[config.mk]
export PLATFORM = sky130hd
export DESIGN_NAME = motor_command_line_parser_top
export DESIGN_NICKNAME = d
export VERILOG_FILES = /design/src/rtl/core/mclp_pkg.sv /design/src/rtl/core/mclp_match.sv /design/src/rtl/core/mclp_div.sv /design/src/rtl/core/motor_command_line_parser_top.sv
export SDC_FILE = /design/constraint.sdc
export NUM_CORES = 1
export LEC_CHECK = 0
export BUFFER_PORTS_ARGS = -buffer_cell sky130_fd_sc_hd__buf_2
export CAP_MARGIN = 20
export CORE_MARGIN = 2
export CORE_UTILIZATION = 48
export DETAILED_ROUTE_END_ITERATION = 12
export GPL_ROUTABILITY_DRIVEN = 0
export PLACE_DENSITY_LB_ADDON = 0.2
export SETUP_SLACK_MARGIN = 0.5
export SYNTH_ARGS = -nofsm -noshare
export SYNTH_HDL_FRONTEND = slang
export SYNTH_SLANG_ARGS = --single-unit
[constraint.sdc]
create_clock -name clk -period 5.75 [get_ports clk]
set_input_delay 0.575 -clock clk [delete_from_list [all_inputs] [get_ports clk]]
set_output_delay 0.575 -clock clk [all_outputs]
set_load 0.01 [all_outputs]
[src/rtl/core/mclp_pkg.sv]
// Shared types, constants and helpers for the motor command line parser.
package mclp_pkg;

  localparam int DEF_BUFFER_DEPTH = 16;
  localparam int MATCH_LEN        = 16;
  localparam int MATCH_IDX_W      = 4;

  localparam logic [7:0] ASCII_ZERO = 8'h30;
  localparam logic [7:0] ASCII_NINE = 8'h39;
  localparam logic [7:0] DOT_CHAR   = 8'h2E;
  localparam int ANGLE_MUL  = 96;
  localparam int ANGLE_DIV  = 999;
  localparam int PERIOD_NUM = 625 * 10;
  localparam int STEP_MAX_COUNT = 11;
  localparam int RPS_MAX_COUNT  = 9;

  localparam int ACC_W      = 14;
  localparam int DIVIDEND_W = 17;
  localparam int DIVISOR_W  = 10;

  typedef enum logic [1:0] {
    OP_APPEND = 2'd0,
    OP_EVAL   = 2'd1,
    OP_CLEAR  = 2'd2
  } opcode_t;

  typedef enum logic [2:0] {
    CMD_NONE      = 3'd0,
    CMD_DIR_CW    = 3'd1,
    CMD_DIR_CCW   = 3'd2,
    CMD_MOTOR_ON  = 3'd3,
    CMD_MOTOR_OFF = 3'd4,
    CMD_STEP_CW   = 3'd5,
    CMD_TEMP      = 3'd6,
    CMD_RPS       = 3'd7
  } cmd_t;

  typedef logic [MATCH_LEN-1:0][7:0] line_t;

  typedef struct packed {
    logic                  go;
    logic [DIVIDEND_W-1:0] dividend;
    logic [DIVISOR_W-1:0]  divisor;
  } div_req_t;

  typedef struct packed {
    logic                  done;
    logic [DIVIDEND_W-1:0] quotient;
  } div_rsp_t;

  // buffer position of digit idx for a numeric command
  function automatic logic [MATCH_IDX_W-1:0] digit_pos(cmd_t code, logic [1:0] idx);
    logic [MATCH_IDX_W-1:0] p;
    p = '0;
    case (code)
      CMD_STEP_CW: p = MATCH_IDX_W'(7) + MATCH_IDX_W'(idx);
      CMD_TEMP:    p = (idx == 2'd3) ? MATCH_IDX_W'(14) : MATCH_IDX_W'(10) + MATCH_IDX_W'(idx);
      CMD_RPS:     p = (idx == 2'd2) ? MATCH_IDX_W'(7) : MATCH_IDX_W'(4) + MATCH_IDX_W'(idx);
      default:     p = '0;
    endcase
    return p;
  endfunction

  function automatic logic [1:0] digit_last(cmd_t code);
    return (code == CMD_TEMP) ? 2'd3 : 2'd2;
  endfunction

endpackage

[src/rtl/core/mclp_match.sv]
// Command pattern classifier over the first sixteen buffer bytes.
module mclp_match #(
  parameter int CNT_W = 4
) (
  input  mclp_pkg::line_t  line,
  input  logic [CNT_W-1:0] count,
  output mclp_pkg::cmd_t   code
);

  logic dir_c, motor_o, step_p, temp_p, rps_p;

  assign dir_c   = line[0] == "D" && line[1] == "I" && line[2] == "R" && line[3] == ":" &&
                   line[4] == "C";
  assign motor_o = line[0] == "M" && line[1] == "O" && line[2] == "T" && line[3] == "O" &&
                   line[4] == "R" && line[5] == ":" && line[6] == "O";
  assign step_p  = line[0] == "S" && line[1] == "T" && line[2] == "E" && line[3] == "P" &&
                   line[4] == "C" && line[5] == "W" && line[6] == ":" && line[10] == 8'h00 &&
                   count < CNT_W'(mclp_pkg::STEP_MAX_COUNT);
  assign temp_p  = line[0] == "T" && line[1] == "E" && line[2] == "M" && line[3] == "P" &&
                   line[4] == "L" && line[5] == "I" && line[6] == "M" && line[7] == "I" &&
                   line[8] == "T" && line[9] == ":" && line[15] == 8'h00;
  assign rps_p   = line[0] == "R" && line[1] == "P" && line[2] == "S" && line[3] == ":" &&
                   line[6] == mclp_pkg::DOT_CHAR && line[8] == 8'h00 &&
                   count < CNT_W'(mclp_pkg::RPS_MAX_COUNT);

  always_comb begin
    code = mclp_pkg::CMD_NONE;
    if (dir_c) begin
      if (line[5] == "W" && line[6] == 8'h00) begin
        code = mclp_pkg::CMD_DIR_CW;
      end else if (line[5] == "C" && line[6] == "W") begin
        code = mclp_pkg::CMD_DIR_CCW;
      end
    end else if (motor_o) begin
      if (line[7] == "N" && line[8] == 8'h00) begin
        code = mclp_pkg::CMD_MOTOR_ON;
      end else if (line[7] == "F" && line[8] == "F" && line[9] == 8'h00) begin
        code = mclp_pkg::CMD_MOTOR_OFF;
      end
    end else if (step_p) begin
      code = mclp_pkg::CMD_STEP_CW;
    end else if (temp_p) begin
      code = mclp_pkg::CMD_TEMP;
    end else if (rps_p) begin
      code = mclp_pkg::CMD_RPS;
    end
  end

endmodule

[src/rtl/core/mclp_div.sv]
// Serial restoring divider, one quotient bit per cycle.
module mclp_div (
  input  logic               clk,
  input  logic               rst,
  input  mclp_pkg::div_req_t req,
  output mclp_pkg::div_rsp_t rsp
);

  localparam int DW = mclp_pkg::DIVIDEND_W;
  localparam int VW = mclp_pkg::DIVISOR_W;
  localparam int CW = $clog2(DW + 1);

  logic [CW-1:0] count;
  logic [VW-1:0] rem;
  logic [DW-1:0] quo;
  logic [VW-1:0] divisor;
  logic          done;
  logic [VW:0]   trial;
  logic          fits;

  assign trial = {rem, quo[DW-1]};
  assign fits  = trial >= {1'b0, divisor};

  always_ff @(posedge clk) begin
    if (rst) begin
      count <= '0;
      done  <= 1'b0;
    end else begin
      done <= 1'b0;
      if (req.go) begin
        count <= CW'(DW);
      end else if (count != '0) begin
        count <= count - 1'b1;
        done  <= count == CW'(1);
      end
    end
  end

  always_ff @(posedge clk) begin
    if (req.go) begin
      rem     <= '0;
      quo     <= req.dividend;
      divisor <= req.divisor;
    end else if (count != '0) begin
      rem <= fits ? VW'(trial - {1'b0, divisor}) : VW'(trial);
      quo <= {quo[DW-2:0], fits};
    end
  end

  assign rsp.done     = done;
  assign rsp.quotient = quo;

endmodule

[src/rtl/core/motor_command_line_parser_top.sv]
// Motor command line parser: line buffer, digit sequencer and shared divider.
// Append and clear beats complete on acceptance and never raise busy. An evaluate beat
// raises busy and returns one result strobed on done for one cycle. Commands
// without a number go straight from idle to done. TEMPLIMIT, STEPCW and RPS first
// take one digit per step in the digit accumulator, then a setup step. TEMPLIMIT and
// STEPCW or RPS with a bad digit or a zero speed then go to done. Otherwise
// seventeen quotient steps follow in the serial divider, and done follows its
// done pulse. The result cannot be held off; the next beat may start in the cycle
// after done.
module motor_command_line_parser_top #(
  parameter int BUFFER_DEPTH = mclp_pkg::DEF_BUFFER_DEPTH
) (
  input  logic        clk,
  input  logic        rst,
  input  logic        start,
  output logic        busy,
  input  logic [1:0]  opcode,
  input  logic [7:0]  char_in,
  output logic        done,
  output logic [2:0]  command_code,
  output logic [6:0]  step_angle,
  output logic [12:0] speed_period,
  output logic [13:0] temp_limit_value,
  output logic        number_error
);

  localparam int CNT_W = $clog2(BUFFER_DEPTH);
  localparam int AW    = mclp_pkg::ACC_W;

  typedef enum logic [4:0] {
    S_IDLE  = 5'b00001,
    S_DIGIT = 5'b00010,
    S_SETUP = 5'b00100,
    S_DIV   = 5'b01000,
    S_DONE  = 5'b10000
  } state_t;

  state_t             state;
  mclp_pkg::line_t    line;
  logic [CNT_W-1:0]   char_count;
  logic               buffer_full;
  mclp_pkg::cmd_t     match_code;
  mclp_pkg::cmd_t     code;
  logic [1:0]         idx;
  logic [AW-1:0]      acc;
  logic [AW-1:0]      acc_next;
  logic               bad;
  logic               accept;
  logic [7:0]         ch;
  logic               is_digit;
  logic [3:0]         dval;
  logic               div_ok;
  mclp_pkg::div_req_t div_req;
  mclp_pkg::div_rsp_t div_rsp;

  assign accept = start && !busy;
  assign busy   = state != S_IDLE;
  assign done   = state == S_DONE;

  mclp_match #(.CNT_W(CNT_W)) u_match (
    .line  (line),
    .count (char_count),
    .code  (match_code)
  );

  mclp_div u_div (
    .clk (clk),
    .rst (rst),
    .req (div_req),
    .rsp (div_rsp)
  );

  // line buffer
  always_ff @(posedge clk) begin
    if (rst) begin
      line        <= '0;
      char_count  <= '0;
      buffer_full <= 1'b0;
    end else if (accept) begin
      if (opcode == mclp_pkg::OP_APPEND && !buffer_full) begin
        if ((char_count >> mclp_pkg::MATCH_IDX_W) == '0) begin
          line[char_count[mclp_pkg::MATCH_IDX_W-1:0]] <= char_in;
        end
        char_count  <= char_count + 1'b1;
        buffer_full <= char_count == CNT_W'(BUFFER_DEPTH - 2);
      end else if (opcode == mclp_pkg::OP_CLEAR) begin
        line        <= '0;
        char_count  <= '0;
        buffer_full <= 1'b0;
      end
    end
  end

  assign ch       = line[mclp_pkg::digit_pos(code, idx)];
  assign is_digit = ch >= mclp_pkg::ASCII_ZERO && ch <= mclp_pkg::ASCII_NINE;
  assign dval     = is_digit ? 4'(ch - mclp_pkg::ASCII_ZERO) : 4'd0;
  assign acc_next = AW'((acc << 3) + (acc << 1) + AW'(dval));

  assign div_ok = !bad && (code == mclp_pkg::CMD_STEP_CW ||
                           (code == mclp_pkg::CMD_RPS && acc != '0));

  always_comb begin
    div_req.go       = state == S_SETUP && div_ok;
    div_req.dividend = mclp_pkg::DIVIDEND_W'(mclp_pkg::PERIOD_NUM);
    div_req.divisor  = acc[mclp_pkg::DIVISOR_W-1:0];
    if (code == mclp_pkg::CMD_STEP_CW) begin
      div_req.dividend = mclp_pkg::DIVIDEND_W'(acc) * mclp_pkg::DIVIDEND_W'(mclp_pkg::ANGLE_MUL);
      div_req.divisor  = mclp_pkg::DIVISOR_W'(mclp_pkg::ANGLE_DIV);
    end
  end

  // sequencer
  always_ff @(posedge clk) begin
    if (rst) begin
      state <= S_IDLE;
      code  <= mclp_pkg::CMD_NONE;
      idx   <= '0;
      acc   <= '0;
      bad   <= 1'b0;
    end else begin
      case (state)
        S_IDLE: begin
          if (accept && opcode == mclp_pkg::OP_EVAL) begin
            code  <= match_code;
            idx   <= '0;
            acc   <= '0;
            bad   <= 1'b0;
            state <= (match_code == mclp_pkg::CMD_STEP_CW || match_code == mclp_pkg::CMD_TEMP ||
                      match_code == mclp_pkg::CMD_RPS) ? S_DIGIT : S_DONE;
          end
        end
        S_DIGIT: begin
          acc <= acc_next;
          bad <= bad || !is_digit;
          idx <= idx + 1'b1;
          if (idx == mclp_pkg::digit_last(code)) begin
            state <= S_SETUP;
          end
        end
        S_SETUP: begin
          if (code == mclp_pkg::CMD_RPS && acc == '0) begin
            bad <= 1'b1;
          end
          state <= div_ok ? S_DIV : S_DONE;
        end
        S_DIV: begin
          if (div_rsp.done) begin
            state <= S_DONE;
          end
        end
        S_DONE: begin
          state <= S_IDLE;
        end
        default: begin
          state <= S_IDLE;
        end
      endcase
    end
  end

  assign command_code     = code;
  assign number_error     = bad;
  assign step_angle       = (code == mclp_pkg::CMD_STEP_CW && !bad) ? div_rsp.quotient[6:0] : '0;
  assign speed_period     = (code == mclp_pkg::CMD_RPS && !bad) ? div_rsp.quotient[12:0] : '0;
  assign temp_limit_value = (code == mclp_pkg::CMD_TEMP && !bad) ? acc : '0;

  a_done_idle: assert property (@(posedge clk) disable iff (rst) done |=> !busy)
    else $error("busy after result beat");
  a_eval_busy: assert property (@(posedge clk) disable iff (rst)
    (accept && opcode == mclp_pkg::OP_EVAL) |=> busy)
    else $error("evaluate beat did not raise busy");
  a_count_max: assert property (@(posedge clk) disable iff (rst)
    char_count <= CNT_W'(BUFFER_DEPTH - 1))
    else $error("character count past limit");
  a_err_code: assert property (@(posedge clk) disable iff (rst)
    (done && number_error) |-> (code == mclp_pkg::CMD_STEP_CW || code == mclp_pkg::CMD_TEMP ||
                                code == mclp_pkg::CMD_RPS))
    else $error("number error on a command without a number");
  a_div_idle: assert property (@(posedge clk) disable iff (rst)
    div_rsp.done |-> state == S_DIV)
    else $error("divider finished outside divide state");

endmodule

# == After elaboration in Yosys (flattened, before gate mapping) ==
# Cells that the tools add are included.
# word_totals
register_bits,201
latch_bits,0
ram_bits,0
mem_bits_ro,0
inputBits,13
out_inout_bits,40
elab_cells,234
memories,0
# classes
add_sub_neg,10
n_mul,1
div,0
n_lt_le_gt_ge,8
eq_ne,59
shift,0
n_mux,47
bitwise_logic,1
n_reduce_logical,79
# op_table
op,count
$mux W128,2
$eq A8 B7 Y1 const B,31
$bwmux W128,1
$logic_and A1 B1 Y1,51
$eq A8 B6 Y1 const B,5
$logic_not A8 Y1,5
$mux W5,7
$mux W17,2
$bmux W8 S4,1
$demux W8 S4,1
$mux W14,2
$pmux W14 S2,1
$mux W27,1
$mux W3,8
$mux W4,5
$pmux W5 S4,1
$eq A3 B3 Y1 const B,6
$mux W8,2
$add A14 B14 Y14,1
$add A14 B4 Y14,1
$logic_not A14 Y1,1
$mul A14 B2 Y12 const B,1
$reduce_bool A14 Y1,1
$mux W13,1
43 further kinds,67

# == Longest topological paths before layout ==
# Gate-level depths: netlist of the first run.
# depth
ltp_word,21
depth_mapped,23
depth_no_buf,21

# == Hierarchy ==
# A second synthesis of the first run with hierarchy kept.
# unflattened
hier_cells,1285
area_unflattened_um2,11557.3
# modules_own_cells
mod,n_inst,cells_per_inst,area_each_um2,seq_area_each_um2
motor_command_line_parser_top,1,994,8560.7,3163.0
mclp_div,1,193,2252.2,1131.1
mclp_match,1,98,744.5,0.0

# == Worst setup path before layout of the first run ==
# Ideal clock, no wire load.
# synth_timing
path_kind,flip-flop to flip-flop
from,register idx[0]
to,register acc[10]
setup_time_ns,0.128
arrival_time_ns,4.561
required_time_ns,5.622
setup_slack_ns,1.062
stages_incl_launch_ff,24
n_path_buf,2
period_less_slack_ns,4.688
cell_sequence,dfxtp_1 inv_1 ha_1 mux2i_1 a22o_2 nand2_4 buf_6 buf_12 mux2i_1 mux2_2 a2111oi_2 a32oi_2 or2_1 fa_1 inv_1 fa_1 a21o_1 a21oi_1 o21ai_0 a21oi_1 o21ai_0 xor2_1 a22oi_1 nor2_1
# synth_via
elab_chain_len,10
word_cells_on_any_way,17
classes_between,add/sub (5); order compare (2); eq/ne (2); mux (7); reduce/logical (1)
# synth_lines
item,line_no,text
"start, declared",motor_command_line_parser_top.sv:44,logic [1:0] idx;
"start signal, assigned",motor_command_line_parser_top.sv:135,idx <= idx + 1'b1;
"$add A4 B2 Y4, or another cell as far along",mclp_pkg.sv:57,CMD_TEMP: p = (idx == 2'd3) ? MATCH_IDX_W'(14) : MATCH_IDX_W'(10) + MATCH_IDX_W'(idx);
$mux W4 (on tied branches),"mclp_pkg.sv:57, mclp_pkg.sv:58",
$pmux W4 S3 *,mclp_pkg.sv:55,case (code)
$bmux W8 S4 *,motor_command_line_parser_top.sv:94,"assign ch = line[mclp_pkg::digit_pos(code, idx)];"
$mux W8 (implied by the code) *,motor_command_line_parser_top.sv:94,
$ge A8 B6 Y1 / $le A8 B6 Y1 (equally long branches),motor_command_line_parser_top.sv:95,assign is_digit = ch >= mclp_pkg::ASCII_ZERO && ch <= mclp_pkg::ASCII_NINE;
$logic_and A1 B1 Y1,motor_command_line_parser_top.sv:95,
$mux W4 *,motor_command_line_parser_top.sv:96,assign dval = is_digit ? 4'(ch - mclp_pkg::ASCII_ZERO) : 4'd0;
$add A14 B4 Y14 *,motor_command_line_parser_top.sv:97,assign acc_next = AW'((acc << 3) + (acc << 1) + AW'(dval));
$pmux W14 S2 *,motor_command_line_parser_top.sv:121,case (state)
"end signal, assigned",motor_command_line_parser_top.sv:133,acc <= acc_next;
"end, declared",motor_command_line_parser_top.sv:45,logic [AW-1:0] acc;
# Every way passes the cells marked *; elsewhere a longest branch is shown, timed or not. The select of a mux whose other input is x is not followed.
# A chain may end at the register's enable or synchronous reset.

# == Final worst setup path of the first run ==
# layout_timing
from,register idx[0]
to,register acc[13]
# Same word-level chain as after synthesis.

==> reports/results.ini, run 1 <==
[pwr]
pwr-share-comb = 0.212
pwr_density_cell_nw_per_um2 = 333
switching_share = 0.302
clkPwrFrac = 0.369
totalPowerFinal_mw = 4.07
leakage_nw = 4.96
peakVddDrop_uv = 301
intPower_mw = 2.84
seqPwrFrac = 0.420
p_sw_mw = 1.23

[critical_path]
cp.depth = 21
worstPathMaxFanout = 11
cp_top_family = compound AO/OA/AOI/OAI gates
cp-start-kind = register
worstSetupEndpoint = acc[13]$_SDFFE_PP0P_
cpMaxStageDelayCell = mux4_1
r2r_end = acc[13]$_SDFFE_PP0P_
rr_startpoint = idx[0]$_SDFFE_PP0P_
ff2ff_path_depth = 21
path_cells = inv_1, ha_1, mux2i_1, a22o_2, nand2_8, mux4_1, mux2_2, o21ai_1, a32oi_2, or2_1, fa_1, inv_1, ha_1, a21o_1, a21o_1, a21oi_1, o21ai_0, a41o_1, nor4_2, o21ai_0, o311ai_0
critPathLaunch = idx[0]$_SDFFE_PP0P_
critPathKind = register to register
cp-end-kind = register
critical_path_required_ns = 6.18
arrival_ns = 5.37
rrSetupSlack_ns = 0.80
crit_buf_inv = 2
max_stage_delay_ns = 0.56

[grt]
grt_max_degree = 97
overflow = 0
antenna_found_initial = 0
first_global_vias = 8770
grt_pass1_wl_mm = 48.7
grt_usage = 0.252

[sta]
worst_slack_ns = 0.804
setup_violations = 0
period_minus_slack_ns = 4.95
period_share = 0.860
rsz0062_at_grt = no
holdWs_ns = 0.496
hold_violations = 0
fin_skew_ns = 0.0233
max_freq_mhz = 202
final_max_slew_viol_count = 0
slew_headroom = 0.269
tightestPinTransition_ns = 1.09
tns_ns = 0

[status]
status = complete, no violations

[cts]
cts_tree = done
clockRootBuffer = clkbuf_16
cts-hold-fix-buffers = 0
clk-insertion-delay-late_ns = 0.55
cts.sinks = 201
clkTransAtPathRegs_ns = 0.06
clock_path_buffers = 3
cts_buffers = 24
h-tree-depth = 1

[layout]
nNetsFinal = 1325
final-seq-area_um2 = 4300
areaGrowthSynthToFinish_pct = 10.7
fillers = 2101
drive_gt1_frac = 0.111
n_antenna_cell = 0
fin_util = 0.541
finalNonFillerCells = 1548
final_area_um2 = 12200
multi_input_area_um2 = 6290

[detailed_routing]
drc_errors = 0
vias_per_cell = 6.07
drt_iter0_drc = 885
via_count = 9402
drt_wl_total_mm = 30.8
wl_per_cell_um = 19.9
first_pass_iters = 6
drtAntennaViolNets = 0

[run]
max-cap-violations = 0

[synth]
syn-cell-area_um2 = 11100
synth_nets = 1315
synth_top_area_cell = dfxtp_1
synth_edf_count = 27
synth_top_area_frac = 0.315
synth.most_common_cell = nor2_1
yosys-top-cells-count = nor2_1, dfxtp_1, a22oi_1
synth_seq_cells = 201
yosys_warnings = 0
ys_seq_area_frac = 0.388
synthCells = 1238
synthFlopType = dfxtp_1
synthDistinctLibCells = 82
synth.avg_cell_area_um2 = 8.94
async_flop_share = 0
ys_top_cells_by_area = dfxtp_1, a22oi_1, edfxtp_1

[hold_path]
hp-class = register to register

[placement]
dpl_cell_area_um2 = 11300
place_ws_ns = 0.400
io_buffers = 52
hpwl_mm = 21.1
dp_cells = 1501

[die]
start_util = 0.489
die_w_um = 156
fp.dieArea_um2 = 24300
num_rows = 55
core_area_um2 = 22600
die_h_um = 156
io_pins = 53

## worst min path at each step
stage	startpoint	end	cells after the start	slack (ns)
6_report	line[101]$_SDFFE_PP0P_	line[101]$_SDFFE_PP0P_	2	0.50
5_1_grt	line[102]$_SDFFE_PP0P_	line[102]$_SDFFE_PP0P_	2	0.52
4_1_cts	opcode[1]	buffer_full$_SDFFE_PP0P_	4	0.48
3_5_place_dp	line[111]$_SDFFE_PP0P_	line[111]$_SDFFE_PP0P_	2	0.49
3_3_place_gp	line[108]$_SDFFE_PP0P_	line[108]$_SDFFE_PP0P_	2	0.48
2_1_floorplan	line[112]$_SDFFE_PP0P_	line[112]$_SDFFE_PP0P_	2	0.46
## state kept, by name, summed over array words and instances, names as in the netlist
signal and count:
line 128, u_div.rem 10, u_div.divisor 10, u_div.count 5, u_div.quo 17, acc 14
char_count 4, u_div.done 1, buffer_full 1, number_error 1, command_code 3, idx 2
state 5
## power groups by stage
| stage | clock network (mW) | logic, mW | registers (mW) |
|---|---|---|---|
| after CTS | 1.53 | 0.858 | 1.71 |
| final | 1.50 | 0.862 | 1.71 |
| after detailed placement | 0 | 0.851 | 1.74 |
| after global routing | 1.59 | 0.968 | 1.73 |
| after global placement | 0 | 0.839 | 1.73 |
| after floorplan | 0 | 0.687 | 1.70 |
## layout by cell type (no fill, tap or decap), types with 9 or more instances in the layout
cell	count
clkbuf_16	24
a22oi_1	131
buf_2	51
inv_1	44
a21oi_1	47
edfxtp_1	27
xor2_1	10
dfxtp_1	169
nor4_1	12
o21ai_0	29
and2_1	52
o21ai_1	20
mux4_1	11
nor2_1	194
nand2_1	69
xnor2_1	20
nor2b_1	9
nand3_1	24
ha_1	60
and3_1	14
mux2i_1	14
buf_4	10
nand4_1	16
nor3_1	31
## worst min-delay path: cells and delay by family (launching register included)
kind	cells	cell delay, ns
and+or+nand+nor	1	0.08
DFF	1	0.32
AOI/OAI and AO/OA	1	0.07
## layout make-up
cell class                 count  share of cell area
clock buffer                  32              0.0539
timing repair buffer          62              0.0286
sequential                   201               0.351
multi-input combinational    915               0.514
clock inverter                 9             0.00991
tap                          285              0.0291
inverter                      44              0.0135
## routing by layer
| metal | track usage | wire [um] | vias to the layer above |
|---|---|---|---|
| li1 | - | - | 4534 |
| met1 | 0.330 | 13300 | 4431 |
| met2 | 0.420 | 14400 | 349 |
| met3 | 0.0372 | 1860 | 88 |
| met4 | 0.101 | 1280 | 0 |
| met5 | 0 | 0 | - |
## logic make-up (layout without fill, tap and decap cells)
family,after synthesis,count (layout),synth area share
simple gates,499,500,0.231
fa+ha+maj,64,64,0.0751
flops,201,201,0.388
mux,37,37,0.0571
xor+xnor,30,30,0.0237
compound gates,283,284,0.176
buf+inv,124,147,0.0494
## timing repair
action / in CTS / in global routing
gates resized for setup: 5 / 11
buffers inserted: 1 / 3
setup endpoints to repair: 3 / 6
cloned: 0 / 2
pin swaps: 1 / 4
(Power assumes the default switching activity.)
==> inputs of run 2 (changes only) <==
--- a/config.mk
+++ b/config.mk
@@ -6,7 +6,6 @@
 export NUM_CORES = 1
 export LEC_CHECK = 0
 export BUFFER_PORTS_ARGS = -buffer_cell sky130_fd_sc_hd__buf_2
-export CAP_MARGIN = 20
 export CORE_MARGIN = 2
 export CORE_UTILIZATION = 48
 export DETAILED_ROUTE_END_ITERATION = 12
==> constraint.sdc (replaced) <==
create_clock -name clk -period 4.5 [get_ports clk]
set_input_delay 0.45 -clock clk [delete_from_list [all_inputs] [get_ports clk]]
set_output_delay 0.45 -clock clk [all_outputs]
set_load 0.01 [all_outputs]
==> run 2 against run 1 <==
Compared with the run above: non-clock buffer count rose by 38; total power rose by 24%; sequential share of layout area fell by 0.95 points; cell count rose by 2.3%; maximum frequency rose by 8.9%; the flow now finishes with violations (negative setup slack); sequential power rose by 27%; combinational power rose by 31%; via count rose by 2.7%; sequential cell count did not move; routed wire length rose by 2.3%; clock skew rose by 0.0040 ns.
==> reports/results.ini, run 2 (same netlist as run 1, synthesis figures left out) <==
[grt]
grt_pass1_wl_mm = 49.9  ; was 48.7 mm
grt_max_degree = 101  ; was 97
overflow = 0  ; unchanged
grt_usage = 0.258  ; was 0.252
first_global_vias = 9124  ; was 8770
antenna_found_initial = 0  ; unchanged

[detailed_routing]
drtAntennaViolNets = 0  ; unchanged
drt_iter0_drc = 826  ; was 885
drt_wl_total_mm = 31.5  ; was 30.8 mm
via_count = 9652  ; was 9402
first_pass_iters = 6  ; unchanged
drc_errors = 0  ; unchanged
vias_per_cell = 6.09  ; was 6.07
wl_per_cell_um = 19.9  ; about the same

[critical_path]
rr_startpoint = idx[1]$_SDFFE_PP0P_  ; was idx[0]$_SDFFE_PP0P_
cp-start-kind = register  ; unchanged
arrival_ns = 4.90  ; was 5.37 ns
ff2ff_path_depth = 22  ; was 21
rrSetupSlack_ns = -0.04  ; was 0.80 ns
r2r_end = acc[10]$_SDFFE_PP0P_  ; was acc[13]$_SDFFE_PP0P_
critical_path_required_ns = 4.85  ; was 6.18 ns
cp-end-kind = register  ; unchanged
critPathKind = register to register  ; unchanged
worstPathMaxFanout = 5  ; was 11

[sta]
slew_headroom = 0.305  ; was 0.269
tns_ns = -0.0851  ; was 0 ns
rsz0062_at_grt = yes  ; was no
setup_violations = 2  ; was 0
period_minus_slack_ns = 4.54  ; was 4.95 ns
fin_skew_ns = 0.0273  ; was 0.0233 ns
tightestPinTransition_ns = 1.04  ; was 1.09 ns
hold_violations = 0  ; unchanged
max_freq_mhz = 220  ; was 202 MHz
final_max_slew_viol_count = 0  ; unchanged
period_share = 1.01  ; was 0.860
worst_slack_ns = -0.0438  ; was 0.804 ns

[layout]
drive_gt1_frac = 0.156  ; was 0.111
nNetsFinal = 1360  ; was 1325
final_common_cell = nor2_1  ; unchanged
reg_top3 = line x128, u_div.quo x17, acc x14  ; unchanged
n_antenna_cell = 0  ; unchanged
largest_reg_flops = 128  ; unchanged
areaGrowthSynthToFinish_pct = 13.8  ; was 10.7%
mostFrequentLayoutCells = nor2_1, dfxtp_1, a22oi_1  ; unchanged
finalNonFillerCells = 1584  ; was 1548
fillers = 2038  ; was 2101
regMostFlops = line  ; unchanged

[cts]
h-tree-depth = 1  ; unchanged
clk-insertion-delay-late_ns = 0.52  ; was 0.55 ns
clkTransAtPathRegs_ns = 0.06  ; about the same
clock_path_buffers = 3  ; unchanged
cts_buffers = 22  ; was 24
cts_tree = done  ; unchanged
clockRootBuffer = clkbuf_16  ; unchanged
cts.sinks = 201  ; unchanged

[die]
start_util = 0.489  ; unchanged
die_w_um = 156  ; unchanged
core_area_um2 = 22600  ; unchanged
die_h_um = 156  ; unchanged
num_rows = 55  ; unchanged
io_pins = 53  ; unchanged
fp.dieArea_um2 = 24300  ; unchanged

[pwr]
switching_share = 0.303  ; was 0.302
p_sw_mw = 1.53  ; was 1.23 mW
intPower_mw = 3.52  ; was 2.84 mW
leakage_nw = 5.09  ; was 4.96 nW
peakVddDrop_uv = 340  ; was 301 uV
clkPwrFrac = 0.347  ; was 0.369
seqPwrFrac = 0.431  ; was 0.420
pwr-share-comb = 0.223  ; was 0.212
totalPowerFinal_mw = 5.05  ; was 4.07 mW
pwr_density_cell_nw_per_um2 = 401  ; was 333 nW/um^2

[status]
status = complete, but fails checks  ; was complete, no violations
violations = negative setup slack

[hold_path]
min_path_cells = 4  ; was 2
hold_start = opcode[0]  ; was line[101]$_SDFFE_PP0P_
hp-class = input pin to register  ; was register to register
whs_endpoint = buffer_full$_SDFFE_PP0P_  ; was line[101]$_SDFFE_PP0P_

[placement]
io_buffers = 52  ; unchanged
place_ws_ns = -0.150  ; was 0.400 ns
hpwl_mm = 21.8  ; was 21.1 mm
dp_cells = 1532  ; was 1501

[run]
max-cap-violations = 0  ; unchanged

## run 2: final cells by class
class / count / area, um^2 / share of cell area
multi-input cells: 914 / 6430 / 0.510
flip-flops and latches: 201 / 4300 / 0.342
repair buffers: 100 / 642 / 0.0509
clock buffers: 30 / 611 / 0.0485
well taps: 285 / 357 / 0.0283
inverters: 44 / 173 / 0.0137
clock inverters: 10 / 85.1 / 0.00675
## run 2: repair_timing
item                       in CTS  in global routing
resized for setup              20                 16
buffers inserted                9                  2
hold buffers                    0                  0
setup endpoints to repair      10                 10
pin swaps                      18                 15
gates cloned                    1                  0
## run 2: power by group through the flow
stage          logic, mW  clock network (mW)  registers, mW
2_1_floorplan      0.881                   0           2.17
3_3_place_gp        1.10                   0           2.20
3_5_place_dp        1.12                   0           2.21
4_1_cts             1.13                1.78           2.17
5_1_grt             1.28                1.85           2.19
6_report            1.13                1.75           2.17
## run 2: stage by stage
step / utilization / hold slack [ns] / cell area, um^2
finish: 0.556 / 0.348 / 12600
global route: 0.556 / 0.381 / 12600
CTS: 0.553 / 0.335 / 12500
detailed placement: 0.515 / 0.485 / 11700
global placement: 0.515 / 0.478 / 11700
floorplan: - / 0.457 / 11200
## run 2: worst max path at each step
stage | cells after the start | startpoint | slack (ns) | endpoint
floorplan | 22 | idx[1]$_SDFFE_PP0P_ | 0.22 | acc[10]$_SDFFE_PP0P_
global placement | 21 | idx[1]$_SDFFE_PP0P_ | -0.02 | acc[11]$_SDFFE_PP0P_
detailed placement | 21 | idx[1]$_SDFFE_PP0P_ | -0.15 | acc[11]$_SDFFE_PP0P_
CTS | 22 | idx[1]$_SDFFE_PP0P_ | 0.0004 | acc[11]$_SDFFE_PP0P_
global route | 23 | idx[1]$_SDFFE_PP0P_ | -0.22 | acc[10]$_SDFFE_PP0P_
finish | 22 | idx[1]$_SDFFE_PP0P_ | -0.04 | acc[10]$_SDFFE_PP0P_
## run 2: critical path: stages (launching register included)
cell	delay, ns
dfxtp_4	0.37
inv_6	0.07
ha_4	0.11
mux2i_1	0.09
a22o_2	0.29
nand2_4	0.12
buf_4	0.12
mux4_1	0.55
mux2_4	0.30
o21ai_2	0.06
a32oi_2	0.08
or2_1	0.26
fa_1	0.51
inv_2	0.06
fa_2	0.34
a21o_1	0.18
a21oi_2	0.18
o21ai_2	0.07
a21oi_2	0.16
o21ai_2	0.09
xor2_1	0.15
a22oi_1	0.14
nor2_1	0.05
## run 2: routing by layer
layer | track usage | share of wire
met5 | 0 | 0
met4 | 0.0804 | 0.033
met3 | 0.0347 | 0.058
met2 | 0.448 | 0.48
met1 | 0.335 | 0.43
==> inputs of run 3 (changes only) <==
--- a/config.mk
+++ b/config.mk
@@ -5,10 +5,10 @@
 export SDC_FILE = /design/constraint.sdc
 export NUM_CORES = 1
 export LEC_CHECK = 0
-export BUFFER_PORTS_ARGS = -buffer_cell sky130_fd_sc_hd__buf_2
 export CORE_MARGIN = 2
-export CORE_UTILIZATION = 48
+export CORE_UTILIZATION = 58
 export DETAILED_ROUTE_END_ITERATION = 12
+export DONT_BUFFER_PORTS = 1
 export GPL_ROUTABILITY_DRIVEN = 0
 export PLACE_DENSITY_LB_ADDON = 0.2
 export SETUP_SLACK_MARGIN = 0.5
==> run 3 against run 2 <==
Compared with the run above: the run now ends clean; via count up 0.31%; highest routed layer unchanged; register-to-register slack gained 0.05 ns; clock power increased by 9%; worst hold slack got worse by 0.33 ns; maximum frequency increased by 1.0%; clock-buffer cell count is 3 higher; utilization is 10 points higher; largest power group unchanged; die area decreased by 17%; first-iteration DRC count is 38% higher; cell count fell by 6.7%; routed wire length is 4.5% lower.
==> reports/results.ini, run 3 (same netlist as run 1, synthesis figures left out) <==
[placement]
dpl_cell_area_um2 = 11300  ; was 11700 um^2
hpwl_mm = 20.6  ; was 21.8 mm
dp_cells = 1418  ; was 1532
io_buffers = 0  ; was 52

[sta]
holdWs_ns = 0.0190  ; was 0.348 ns
final_max_slew_viol_count = 0  ; unchanged
period_minus_slack_ns = 4.50  ; was 4.54 ns
max_freq_mhz = 222  ; was 220 MHz
hold_violations = 0  ; unchanged
period_share = 0.999  ; was 1.01
rsz0062_at_grt = yes  ; unchanged
fin_skew_ns = 0.0201  ; was 0.0273 ns
slew_headroom = 0.333  ; was 0.305
setup_violations = 0  ; was 2
tightestPinTransition_ns = 1.00  ; was 1.04 ns

[grt]
first_global_vias = 8937  ; was 9124
overflow = 0  ; unchanged
grt_max_degree = 168  ; was 101
grt_usage = 0.298  ; was 0.258
grt_pass1_wl_mm = 47.9  ; was 49.9 mm
antenna_found_initial = 0  ; unchanged

[layout]
reg_top3 = line x128, u_div.quo x17, acc x14  ; unchanged
fin_util = 0.660  ; was 0.556
areaGrowthSynthToFinish_pct = 11.6  ; was 13.8%
nNetsFinal = 1305  ; was 1360
n_antenna_cell = 0  ; unchanged
largest_reg_flops = 128  ; unchanged
mostFrequentLayoutCells = nor2_1, dfxtp_1, a22oi_1  ; unchanged
drive_gt1_frac = 0.123  ; was 0.156
final_area_um2 = 12400  ; was 12600 um^2
regMostFlops = line  ; unchanged
final_common_cell = nor2_1  ; unchanged
finalNonFillerCells = 1478  ; was 1584

[detailed_routing]
drtAntennaViolNets = 0  ; unchanged
via_count = 9682  ; was 9652
first_pass_iters = 9  ; was 6
drt_iter0_drc = 1140  ; was 826
wl_per_cell_um = 20.4  ; was 19.9 um
vias_per_cell = 6.55  ; was 6.09
drt_wl_total_mm = 30.1  ; was 31.5 mm
drc_errors = 0  ; unchanged

[critical_path]
cp-end-kind = register  ; unchanged
arrival_ns = 4.91  ; was 4.90 ns
rr_startpoint = idx[1]$_SDFFE_PP0P_  ; unchanged
rrSetupSlack_ns = 0.002  ; was -0.04 ns
r2r_end = acc[11]$_SDFFE_PP0P_  ; was acc[10]$_SDFFE_PP0P_
ff2ff_path_depth = 22  ; unchanged
worstPathMaxFanout = 6  ; was 5
critPathLaunch = idx[1]$_SDFFE_PP0P_  ; unchanged
critical_path_required_ns = 4.91  ; was 4.85 ns
cp-start-kind = register  ; unchanged
critPathKind = register to register  ; unchanged

[die]
io_pins = 53  ; unchanged
die_w_um = 142  ; was 156 um
fp.dieArea_um2 = 20200  ; was 24300 um^2
start_util = 0.592  ; was 0.489
num_rows = 50  ; was 55
die_h_um = 142  ; was 156 um
core_area_um2 = 18700  ; was 22600 um^2

[cts]
clk-insertion-delay-late_ns = 0.53  ; was 0.52 ns
h-tree-depth = 1  ; unchanged
cts_tree = done  ; unchanged
cts_buffers = 23  ; was 22
clkTransAtPathRegs_ns = 0.06  ; about the same
clockRootBuffer = clkbuf_16  ; unchanged
cts.sinks = 201  ; unchanged
clock_path_buffers = 3  ; unchanged

[pwr]
peakVddDrop_uv = 311  ; was 340 uV
pwr_density_cell_nw_per_um2 = 417  ; was 401 nW/um^2
leakage_nw = 4.85  ; was 5.09 nW
totalPowerFinal_mw = 5.15  ; was 5.05 mW

[status]
status = complete, no violations  ; was complete, but fails checks

[hold_path]
whs_endpoint = acc[4]$_SDFFE_PP0P_  ; was buffer_full$_SDFFE_PP0P_
hold_start = rst  ; was opcode[0]
min_path_cells = 1  ; was 4
hp-class = input pin to register  ; unchanged

[run]
max-cap-violations = 0  ; unchanged

==> run 3: changes by cell type in the layout (fill, tap and decap cells not counted), moves of 2 or more <==
cell and change:
clkinv_1 -3, mux4_1 -3, a21oi_2 +2, a21oi_1 -2, clkbuf_16 +3, buf_2 -51
mux4_2 +3, buf_4 -7
==> run 3: worst max-delay path by stage <==
| stage | slack (ns) | to |
|---|---|---|
| after floorplan | 0.22 | acc[10]$_SDFFE_PP0P_ |
| after global placement | -0.03 | acc[11]$_SDFFE_PP0P_ |
| after detailed placement | -0.11 | acc[11]$_SDFFE_PP0P_ |
| after CTS | 0.04 | acc[12]$_SDFFE_PP0P_ |
| after global routing | -0.16 | acc[11]$_SDFFE_PP0P_ |
| final | 0.002 | acc[11]$_SDFFE_PP0P_ |
==> run 3: per-stage QoR <==
stage               setup TNS [ns]  worst slack, ns
finish                           0          0.00249
CTS                              0           0.0402
global route                -0.696           -0.157
floorplan                        0            0.224
global placement           -0.0292          -0.0292
detailed placement          -0.421           -0.106
==> run 3: critical path, cell delays in order (launching register included) <==
cell	delay [ns]
dfxtp_4	0.37
inv_6	0.08
ha_4	0.12
mux2i_1	0.06
a22o_2	0.26
nand2_4	0.12
buf_12	0.13
mux4_2	0.50
mux2_4	0.28
o21ai_2	0.12
a32oi_2	0.07
or2_1	0.27
fa_1	0.51
inv_2	0.06
ha_4	0.20
a21o_1	0.15
a21o_1	0.17
a21oi_2	0.15
o21ai_2	0.08
a41o_1	0.24
nor2_2	0.13
xor2_1	0.07
o31ai_1	0.21
==> run 3: routing by layer <==
layer  wire (um)  GRT usage  up-vias
li1            -          -     4489
met1       12000      0.379     4627
met2       14500      0.511      461
met3        2290     0.0515      105
met4        1300      0.104        0
met5           0          0        -
==> run 3: power breakdown <==
group          switching [mW]  internal [mW]  leakage [nW]
sequential              0.118           2.06          1.67
combinational           0.647          0.434          2.80
clock                   0.742           1.16         0.382
total                    1.51           3.65          4.85
==> run 3: area by class of cell <==
| type | count | area (um^2) |
|---|---|---|
| multi-input combinational | 913 | 6430 |
| fill | 1514 | 6350 |
| sequential | 201 | 4300 |
| clock buffer | 33 | 676 |
| timing repair buffer | 45 | 380 |
| tap | 234 | 293 |
| inverter | 44 | 173 |
| clock inverter | 8 | 93.8 |
==> run 3: repair_timing <==
action	CTS	global route
endpoints found under the setup margin	9	9
hold buffers	0	0
pin swaps	17	17
buffers inserted	12	7
resized for setup	21	21
